$ cat config.mk
export PLATFORM = sky130hd
export DESIGN_NAME = cmb_mean5
export DESIGN_NICKNAME = d
export VERILOG_FILES = /design/src/rtl/cmb_pkg.sv /design/src/rtl/cmb_mean5.sv
export SDC_FILE = /design/constraint.sdc
export NUM_CORES = 1
export LEC_CHECK = 0
export ABC_CLOCK_PERIOD_IN_PS = 8200
export BUFFER_PORTS_ARGS = -buffer_cell sky130_fd_sc_hd__buf_2
export CELL_PAD_IN_SITES_DETAIL_PLACEMENT = 1
export CELL_PAD_IN_SITES_GLOBAL_PLACEMENT = 1
export CORE_MARGIN = 3
export CORE_UTILIZATION = 46
export DETAILED_ROUTE_END_ITERATION = 7
export MAX_ROUTING_LAYER = met4
export PLACE_DENSITY = 0.92
export SLEW_MARGIN = 20
export SYNTH_ARGS = -nofsm -noshare
export SYNTH_HDL_FRONTEND = slang
export SYNTH_SLANG_ARGS = --single-unit
$ cat constraint.sdc
create_clock -name vclk -period 8.2
set_clock_uncertainty 0.05 [all_clocks]
set_input_delay 0.41 -clock vclk [all_inputs]
set_output_delay 0.41 -clock vclk [all_outputs]
set_load 0.03 [all_outputs]
$ cat src/rtl/cmb_pkg.sv
// Shared types and constants of the five-point cross mean filter.
// No dependencies; imported by every module of the filter.
package cmb_pkg;

   localparam int PIXEL_W        = 8;
   localparam int FRAME_WIDTH_W  = 12;
   localparam int FRAME_HEIGHT_W = 13;
   localparam int CSR_DATA_W     = 13;
   localparam int CSR_INDEX_W    = 2;

   // Register indexes of the configuration port.
   localparam logic [CSR_INDEX_W-1:0] CSR_FRAME_WIDTH  = 2'd0;
   localparam logic [CSR_INDEX_W-1:0] CSR_FRAME_HEIGHT = 2'd1;

   // Values after reset.
   localparam logic [FRAME_WIDTH_W-1:0]  FRAME_WIDTH_RESET  = 12'd1280;
   localparam logic [FRAME_HEIGHT_W-1:0] FRAME_HEIGHT_RESET = 13'd720;

   // Five-point sum and exact division by five through a reciprocal.
   // For sums up to 1275, (sum * 13108) >> 16 equals floor(sum / 5).
   localparam int                  SUM_W       = PIXEL_W + 3;
   localparam int                  RECIP_W     = 14;
   localparam logic [RECIP_W-1:0]  RECIP_FIVE  = 14'd13108;
   localparam int                  RECIP_SHIFT = 16;
   localparam int                  PROD_W      = SUM_W + RECIP_W;

   // One line-store word: the row two back and the row one back at a column.
   typedef struct packed {
      logic [PIXEL_W-1:0] upper;
      logic [PIXEL_W-1:0] middle;
   } line_word_type;

   // The five pixels around one output position, zero where outside the frame.
   typedef struct packed {
      logic [PIXEL_W-1:0] top;
      logic [PIXEL_W-1:0] left;
      logic [PIXEL_W-1:0] center;
      logic [PIXEL_W-1:0] right;
      logic [PIXEL_W-1:0] bottom;
   } window_type;

endpackage

$ cat src/rtl/cmb_mean5.sv
// Five-point sum and truncating divide by five of the cross mean filter.
// Depends on cmb_pkg for the window type and the reciprocal constant.
module cmb_mean5
   import cmb_pkg::*;
(
   input  window_type          window,
   output logic [PIXEL_W-1:0]  mean
);

   logic [SUM_W-1:0]  sum;
   logic [PROD_W-1:0] product;

   // Sum of the five pixels, then the multiply by the reciprocal of five.
   always_comb begin
      sum = SUM_W'(window.top) + SUM_W'(window.left) + SUM_W'(window.center)
          + SUM_W'(window.right) + SUM_W'(window.bottom);
      product = PROD_W'(sum) * PROD_W'(RECIP_FIVE);
      mean = product[RECIP_SHIFT +: PIXEL_W];
   end

endmodule

Yosys cells after proc, flatten, opt, wreduce, memory -nomap -nowiden
Cells that the tools add are included.

Multipliers: 1. Add/sub/neg operators: 4.

Operators by type and width (number): multiplier 11 x 12 -> 22 bit (second input constant) (1); adder 10 x 8 -> 11 bit (1); adder 11 x 8 -> 11 bit (1); adder 9 x 8 -> 10 bit (1); adder 8 x 8 -> 9 bit (1).

Flip-flop bits (word level): 0. Input port bits: 40. Output and inout bits: 8.

Logic depth before layout (Yosys ltp)
Gate-level depths: netlist (run 1).

Depth after elaboration: 5. Gate-level depth with buffers: 29. Depth with buffers taken out: 29.

Worst setup path before layout (run 1)
OpenSTA, ideal clock, no wires.

Path type: input port to output port. From: input port window[5] in the netlist's numbering. To: output port mean[4]. Buffers on the path: 0. Data required time: 7.740 ns. Stages on the path: 26. Slack: 0.131 ns. Arrival: 7.609 ns. Path through: inv_1 -> fa_1 -> inv_1 -> fa_1 -> inv_1 -> fa_1 -> inv_1 -> ha_1 -> a21o_1 -> a31oi_1 -> a31oi_1 -> xnor2_1 -> inv_1 -> ha_1 -> inv_1 -> fa_1 -> fa_1 -> inv_1 -> fa_1 -> fa_1 -> ha_1 -> a21o_1 -> a211o_1 -> a221o_1 -> o2111a_1 -> nor3_1.

Longest elaborated chain between the ends: 2.

Ends and longest elaborated chain: start, declared (RTL line cmb_mean5.sv:6) `input window_type window,`; adder 11 x 8 -> 11 bit (RTL line cmb_mean5.sv:16) `+ SUM_W'(window.right) + SUM_W'(window.bottom);`; multiplier 11 x 12 -> 22 bit (RTL line cmb_mean5.sv:17) `product = PROD_W'(sum) * PROD_W'(RECIP_FIVE);`; end, declared (RTL line cmb_mean5.sv:7) `output logic [PIXEL_W-1:0] mean`.

Every way passes these cells.

Worst setup path after layout (run 1)
From: input port window[3] in the netlist's numbering. To: output port mean[4].

Same word-level chain as after synthesis.

==> results of run 1 <==
-- metrics by stage --
step | setup TNS (ns) | setup slack (ns) | utilization (%) | cells | hold WS, ns
CTS | 0 | 0.00361 | 54.0 | 528 | 2.07
detailed placement | -0.249 | -0.144 | 53.2 | 526 | 2.06
floorplan | 0 | 0.131 | - | 381 | 1.68
global route | -1.62 | -0.291 | 56.8 | 532 | 2.15
finish | -0.185 | -0.0928 | 56.8 | 532 | 2.07
global placement | 0 | 0.204 | 53.2 | 526 | 2.01
-- cell families (layout without fill, tap and decap cells) --
family	after synthesis	in the layout
adder cells (fa/ha/maj)	127	127
XOR/XNOR	16	16
buffers and inverters	136	191
AND/OR/NAND/NOR	44	44
AO/OA/AOI/OAI	58	58
-- critical path, cell delays in order --
cell	delay (ns)
buf_2	0.09
inv_1	0.08
fa_1	0.55
inv_1	0.06
fa_1	0.51
inv_1	0.06
fa_1	0.55
inv_1	0.10
ha_1	0.38
a21o_1	0.27
a22oi_2	0.27
a21oi_2	0.14
xnor2_2	0.23
buf_6	0.17
xnor2_4	0.12
fa_1	0.45
fa_1	0.51
inv_1	0.06
fa_1	0.53
fa_1	0.58
ha_4	0.22
a21o_1	0.16
a211o_1	0.29
a221o_1	0.41
o2111a_1	0.30
nor3_2	0.13
buf_4	0.19
-- layout make-up --
| class | count | area (µm²) | share of cell area, % |
|---|---|---|---|
| multi-input cells | 245 | 2920 | 75.4 |
| inverters | 132 | 495 | 12.8 |
| repair buffers | 59 | 340 | 8.77 |
| well taps | 96 | 120 | 3.10 |
-- cell usage in the layout, fill, tap and decap left out, types with 2 or more instances in the layout --
| cell type | count |
|---|---|
| a31oi_2 | 2 |
| o31ai_1 | 3 |
| a21oi_1 | 13 |
| buf_2 | 44 |
| fa_1 | 52 |
| ha_2 | 3 |
| nand4_1 | 2 |
| xnor2_1 | 11 |
| ha_1 | 67 |
| nor2_2 | 2 |
| o211ai_1 | 2 |
| inv_2 | 3 |
| and3_1 | 2 |
| inv_1 | 129 |
| o21ai_0 | 7 |
| o211a_1 | 2 |
| or2_2 | 2 |
| nor3_2 | 2 |
| nor2_1 | 10 |
| nand2_1 | 10 |
| fa_2 | 2 |
| buf_4 | 12 |
| ha_4 | 3 |
| xnor2_2 | 2 |
| o22ai_1 | 2 |
| a21o_1 | 10 |
| buf_6 | 2 |
| nor3_1 | 3 |
| o21bai_1 | 4 |
| nand3_1 | 2 |
-- metal layers --
layer	up-vias	share of wire (%)	wire length, µm
met5	-	0	0
met1	1460	35	3880
met4	0	5.3	580
met2	115	55	6060
met3	47	3.9	431
li1	1302	-	-
-- worst max-delay path by stage --
stage,to
finish,mean[4]
CTS,mean[4]
floorplan,mean[4]
detailed placement,mean[4]
global placement,mean[4]
global route,mean[4]
-- what timing repair did --
item,in CTS,in global routing
resized for setup,9,33
pin swaps,5,28
endpoints found under the hold margin,0,0
endpoints found under the setup margin,4,7
setup buffers,2,4
==> impl_metrics.csv, run 1 <==
group,metric,value,unit
synthesis,register_area_share_after_synthesis,0,%
timing,fmaxAchievable,121,MHz
clock_tree,post_cts_hold_buffer_count,0,
timing,hold_viol,0,
layout,final-seq-area,0,µm²
routing,wire_per_inst,20.6,µm
timing,relative_max_transition_margin,66.9,%
floorplanning,rows,30,
global_routing,grt_max_degree,10,
timing,final.setup.worst_slack,-0.0928,ns
run_status,run_status,"finished, violations left",
timing,tightestPinTransition,0.497,ns
floorplanning,initial_core_util,47.6,%
synthesis,post_synth_and_or_nand_nor_area_fraction,6.62,%
layout,seq_cells,0,
global_routing,met1_usage,25.3,%
global_routing,globalRouteTotalUtil,23.9,%
placed_design,port_buffers,48,
placed_design,gp_routability_congestion,0.838,
timing,rsz_0062_raised_after_global_routing,"yes",
worst_hold_path,min_delay_worst_endpoint,"mean[0]",
global_routing,grt_first_pass_wirelength,15400,µm
global_routing,grt.met2_usage,47.5,%
routing,antenna_violating_nets_post_route,0,
synthesis,synth.most_common_cell,"inv_1",
routing,drt-total-wl,10900,µm
synthesis,synth_top_family_by_area,"adder cells",
synthesis,synthTopCellsByCount,"132 x inv_1, 73 x ha_1, 54 x fa_1",
routing,initialDrtViolationCount,129,
synthesis,synth_cell_type_count,36,
global_routing,busiest_layer,"met2",
synthesis,synth.top_cells.by_area,"fa_1 33%, ha_1 28%, inv_1 15%",
run,maxCapViolCount,0,
synthesis,synth_top_area_share,33.3,%
worst_hold_path,min_path_type,"input pin to primary output",
routing,route.vias.total,2924,
synthesis,synth_compound_gate_area_share,12.0,%
layout,post_route_cells_drive_above_1_share,21.1,%
floorplanning,die_h,90.1,µm
global_routing,grt_overflow,0,
routing,drc,0,
timing,maxSlewViolCount,0,
layout,final_layout_net_count,605,
floorplanning,ios,48,
synthesis,post-synth-top-area-cell,"fa_1",
synthesis,mapped_area,3250,µm²
layout,antenna-diode-count,0,
run_status,violations,"negative setup slack",
worst_setup_path,timing.critical_path.from,"window[3]",
synthesis,post_synth_xor_area_fraction,4.31,%
worst_setup_path,timing_worst_setup_path_type,"input pin to primary output",
synthesis,synthMuxAreaShare,0,%
layout,final.clkbuf_count,0,
worst_setup_path,cp_data_required_time,7.74,ns
synthesis,synth_area_in_adders,61.4,%
synthesis,synthesis.yosys.warnings,0,
layout,area.growth.synth_to_final,19.4,%
global_routing,groute.layer.met3.usage,1.67,%
worst_setup_path,worst_setup_path_start_kind,"input pin",
global_routing,first_global_vias,3304,
global_routing,grt_antenna_before_repair,0,
worst_setup_path,timing.critical_path.arrival,7.83,ns
timing,period_share,101,%
timing,final_period_minus_worst_setup_slack,8.29,ns
floorplanning,die_footprint,8110,µm²
worst_setup_path,path_max_fanout,5,
placed_design,post_detailed_placement_cell_area,3630,µm²
layout,layout.cell_area.non_filler,3880,µm²
worst_hold_path,worstHoldStart,"window[32]",
placed_design,dp_hpwl,8110,µm
synthesis,net_count_of_the_mapped_netlist,548,
routing,dr.pass1.iters,4,
floorplanning,placeableCoreArea,6830,µm²
synthesis,syn_inst,381,
layout,layout.filler_cells,829,
worst_setup_path,setup.worst_path.end_class,"primary output",
timing,setup_violations,4,
routing,post_drt_via_cell_ratio,5.50,
worst_hold_path,min_path_cells,8,
synthesis,syn_area_per_cell,8.53,µm²
floorplanning,dieWidth,90.1,µm
Power of run 1 is left out: the tool's default activity adds up to more than one toggle a clock period on the data nets, which glitch-free logic cannot reach.
==> inputs of run 2 (changes only) <==
--- a/config.mk
+++ b/config.mk
@@ -14,6 +14,7 @@
 export DETAILED_ROUTE_END_ITERATION = 7
 export MAX_ROUTING_LAYER = met4
 export PLACE_DENSITY = 0.92
+export RECOVER_POWER = 25
 export SLEW_MARGIN = 20
 export SYNTH_ARGS = -nofsm -noshare
 export SYNTH_HDL_FRONTEND = slang
==> run 2 against run 1 <==
The flow still finishes with violations (negative setup slack). Worst hold slack improved by 0.010 ns. Global-route usage unchanged. Sequential share of layout area unchanged. Cell count unchanged. Utilization about the same. Worst setup slack unchanged. Critical path type unchanged.
==> impl_metrics.csv, run 2 (synthesis gave the netlist of run 1 again) <==
group,metric,value,unit
worst_hold_path,min_path_type,"input pin to primary output",
timing,period_share,101,%
layout,final-seq-area,0,µm²
timing,fmaxAchievable,121,MHz
run,maxCapViolCount,0,
placed_design,dp_hpwl,8110,µm
floorplanning,dieWidth,90.1,µm
routing,post_drt_via_cell_ratio,5.50,
worst_setup_path,path_max_fanout,5,
floorplanning,die_h,90.1,µm
routing,wire_per_inst,20.6,µm
run_status,violations,"negative setup slack",
timing,maxSlewViolCount,0,
timing,rsz_0062_raised_after_global_routing,"yes",
layout,post_route_cells_drive_above_1_share,20.9,%
worst_setup_path,timing_worst_setup_path_type,"input pin to primary output",
global_routing,grt_overflow,0,
placed_design,place_worst_setup_slack,-0.144,ns
timing,final.setup.worst_slack,-0.0928,ns
global_routing,grt_antenna_before_repair,0,
routing,wl_met2,6060,µm
routing,drc,0,
layout,final.clkbuf_count,0,
layout,seq_cells,0,
routing,initialDrtViolationCount,129,
routing,detailed_routing_wirelength_on_met1,3880,µm
layout,layout_commonest_cell,"inv_1",
floorplanning,ios,48,
placed_design,port_buffers,48,
global_routing,first_global_vias,3304,
layout,area.growth.synth_to_final,19.3,%
global_routing,grt_max_degree,10,
placed_design,gp_routability_congestion,0.838,
floorplanning,die_footprint,8110,µm²
layout,antenna-diode-count,0,
routing,dr.pass1.iters,4,
run_status,run_status,"finished, violations left",
routing,drt-total-wl,10900,µm
timing,tightestPinTransition,0.497,ns
routing,antenna_violating_nets_post_route,0,
layout,fin_cells,532,
layout,layout.filler_cells,830,
global_routing,globalRouteTotalUtil,23.9,%
global_routing,grt_first_pass_wirelength,15400,µm
floorplanning,rows,30,
routing,route.vias.total,2924,
floorplanning,placeableCoreArea,6830,µm²
timing,setup_violations,4,
layout,final_layout_net_count,605,
routing,highest_layer,"met4",
floorplanning,initial_core_util,47.6,%
timing,hold_viol,0,
worst_setup_path,setup.worst_path.end_class,"primary output",
placed_design,placed_cells,526,
routing,met3_wirelength,431,µm
layout,highest_count_cells_in_the_layout_ignoring_fill_and_taps,"129 x inv_1, 67 x ha_1, 52 x fa_1",
timing,relative_max_transition_margin,66.9,%
timing,final_period_minus_worst_setup_slack,8.29,ns
worst_setup_path,timing.critical_path.arrival,7.83,ns
worst_setup_path,cp_data_required_time,7.74,ns
worst_setup_path,worst_setup_path_start_kind,"input pin",
[run 2: cell count changes in the layout (fill, tap and decap cells not counted)]
cell      previous run  this run
clkbuf_1             0         1
buf_2               44        43
[run 2: critical path: stages]
cell,delay [ns]
buf_2,0.09
inv_1,0.08
fa_1,0.55
inv_1,0.06
fa_1,0.51
inv_1,0.06
fa_1,0.55
inv_1,0.10
ha_1,0.38
a21o_1,0.27
a22oi_2,0.27
a21oi_2,0.14
xnor2_2,0.23
buf_6,0.17
xnor2_4,0.12
fa_1,0.45
fa_1,0.51
inv_1,0.06
fa_1,0.53
fa_1,0.58
ha_4,0.22
a21o_1,0.16
a211o_1,0.29
a221o_1,0.41
o2111a_1,0.30
nor3_2,0.13
buf_4,0.19
[run 2: layout make-up]
type               instances  area (µm²)  share of cell area (%)
multi-input cells        245        2920                    75.4
inverters                132         495                    12.8
repair buffers            59         339                    8.74
well taps                 96         120                    3.10
[run 2: per-stage QoR]
stage / utilization (%) / TNS [ns] / instance area [µm²] / hold WS (ns)
2_1_floorplan: - / 0 / 3250 / 1.68
3_3_place_gp: 53.2 / 0 / 3630 / 2.01
3_5_place_dp: 53.2 / -0.249 / 3630 / 2.06
4_1_cts: 54.0 / 0 / 3690 / 2.07
5_1_grt: 56.8 / -1.68 / 3880 / 2.18
6_report: 56.8 / -0.185 / 3880 / 2.08
[run 2: worst paths after layout]
kind                  startpoint       to  slack (ns)  depth (start not counted)
worst min-delay path  window[32]  mean[3]        2.08                          8
worst max-delay path   window[3]  mean[4]       -0.09                         27
[run 2: routing by layer]
| metal | global-route usage [%] | vias to the layer above |
|---|---|---|
| li1 | - | 1302 |
| met1 | 25.3 | 1460 |
| met5 | - | - |
| met4 | 6.12 | 0 |
| met2 | 47.5 | 115 |
| met3 | 1.67 | 47 |
[run 2: what timing repair did]
item                                    CTS  global route
hold buffers                              0             0
endpoints found under the setup margin    4             7
resized for setup                         9            33
setup buffers                             2             4
pin swaps                                 5            28
Power of run 2 is left out for the same reason.
==> inputs of run 3 (changes only) <==
==> constraint.sdc (replaced) <==
create_clock -name vclk -period 8.2
set_clock_uncertainty 0.05 [all_clocks]
set_input_delay 0.41 -clock vclk [all_inputs]
set_output_delay 0.41 -clock vclk [all_outputs]
set_load 0.05 [all_outputs]
==> run 3 against run 2 <==
Worst setup slack better by 0.032 ns. Cell count up 0.38%. Critical path depth up 2. The run still ends with negative setup slack left. Design area up 1.8%. Utilization up 1.0 points. Flip-flop and latch count unchanged. Fmax up 0.39%.
==> impl_metrics.csv, run 3 (synthesis gave the netlist of run 1 again) <==
group,metric,value,unit
layout,multiInputGateArea,2980,µm²
timing,relative_max_transition_margin,60.2,%
global_routing,grt_first_pass_wirelength,15900,µm
worst_setup_path,path_common_cell,"fa_1",
run_status,run_status,"finished, violations left",
timing,final.setup.worst_slack,-0.0605,ns
layout,final.clkbuf_count,0,
placed_design,dp_hpwl,8470,µm
worst_setup_path,cp_slowest_stage_delay,0.59,ns
worst_setup_path,slowest_stage,"fa_1",
worst_setup_path,path_max_fanout,6,
run,maxCapViolCount,0,
timing,fmaxAchievable,121,MHz
routing,dr.pass1.iters,4,
clock_tree,post_cts_hold_buffer_count,0,
worst_setup_path,timing_worst_setup_path_type,"input pin to primary output",
floorplanning,die_footprint,8110,µm²
floorplanning,ios,48,
layout,post_route_cells_drive_above_1_share,23.3,%
global_routing,first_global_vias,3259,
routing,drc,0,
routing,antenna_violating_nets_post_route,0,
global_routing,globalRouteTotalUtil,24.5,%
layout,antenna-diode-count,0,
layout,area.growth.synth_to_final,21.5,%
floorplanning,dieWidth,90.1,µm
global_routing,grt_max_degree,10,
global_routing,grt_overflow,0,
worst_setup_path,timing.critical_path.arrival,7.80,ns
placed_design,gp_routability_congestion,0.873,
worst_setup_path,worst_setup_path_start_kind,"input pin",
routing,route.vias.total,2967,
layout,layout.filler_cells,825,
timing,hold_viol,0,
global_routing,grt_antenna_before_repair,0,
floorplanning,placeableCoreArea,6830,µm²
floorplanning,die_h,90.1,µm
routing,initialDrtViolationCount,180,
timing,final_period_minus_worst_setup_slack,8.26,ns
worst_setup_path,timing.critical_path.from,"window[5]",
layout,seq_cells,0,
timing,maxSlewViolCount,0,
worst_setup_path,cp_data_required_time,7.74,ns
timing,tightestPinTransition,0.597,ns
floorplanning,rows,30,
floorplanning,initial_core_util,47.6,%
routing,post_drt_via_cell_ratio,5.56,
timing,period_share,101,%
timing,setup_violations,3,
worst_setup_path,endpoint,"mean[5]",
placed_design,port_buffers,48,
layout,fin_util,57.8,%
layout,final-seq-area,0,µm²
worst_hold_path,min_path_type,"input pin to primary output",
layout,final_layout_net_count,607,
layout,layout_commonest_cell,"inv_1",
routing,drt-total-wl,11500,µm
layout,highest_count_cells_in_the_layout_ignoring_fill_and_taps,"129 x inv_1, 64 x ha_1, 51 x fa_1",
routing,wire_per_inst,21.5,µm
worst_setup_path,setup.worst_path.end_class,"primary output",
run_status,violations,"negative setup slack",
worst_hold_path,worstHoldStart,"window[32]",
run 3: cell count changes in the layout (fill, tap and decap cells not counted), moves of 2 or more:
cell,change
ha_1,-3
ha_4,+3
a31oi_2,-2
a31oi_4,+2
nor4_2,+2
run 3: per-stage QoR:
| step | setup TNS (ns) | hold slack [ns] | instance area [µm²] | setup slack [ns] | cells |
|---|---|---|---|---|---|
| final | -0.0993 | 2.23 | 3950 | -0.0605 | 534 |
| after global routing | -1.53 | 2.30 | 3950 | -0.329 | 534 |
| after CTS | 0 | 2.18 | 3720 | 0.0157 | 527 |
| after detailed placement | -0.915 | 2.18 | 3660 | -0.260 | 527 |
| after global placement | 0 | 2.05 | 3660 | 0.121 | 527 |
| after floorplan | 0 | 1.67 | 3270 | 0.00945 | 381 |
run 3: layout make-up:
class | count | share of cell area (%)
Multi-Input combinational cell | 245 | 75.4
Inverter | 132 | 12.5
Timing Repair Buffer | 61 | 9.00
Tap cell | 96 | 3.04
run 3: worst min-delay path by stage:
| stage | end | cells after the start |
|---|---|---|
| 2_1_floorplan | mean[1] | 5 |
| 3_3_place_gp | mean[0] | 8 |
| 3_5_place_dp | mean[0] | 8 |
| 4_1_cts | mean[0] | 8 |
| 5_1_grt | mean[0] | 8 |
| 6_report | mean[0] | 8 |
run 3: worst max-delay path, delay by kind of cell:
family          cells  cell delay (ns)
simple gates        1             0.08
xor+xnor            1             0.16
compound gates      8             1.78
buf+inv             9             0.90
fa+ha+maj          10             4.44
run 3: timing repair:
action                                  4_1_cts  5_1_grt
pin swaps                                     5       25
setup buffers                                 0        7
endpoints found under the setup margin        7        8
gates resized for setup                      13       34
run 3: metal layers:
metal	wire length, µm	global-route usage, %
met2	6030	46.7
met5	0	-
met4	529	7.02
met3	616	1.84
met1	4300	27.4
Power of run 3 is left out for the same reason.
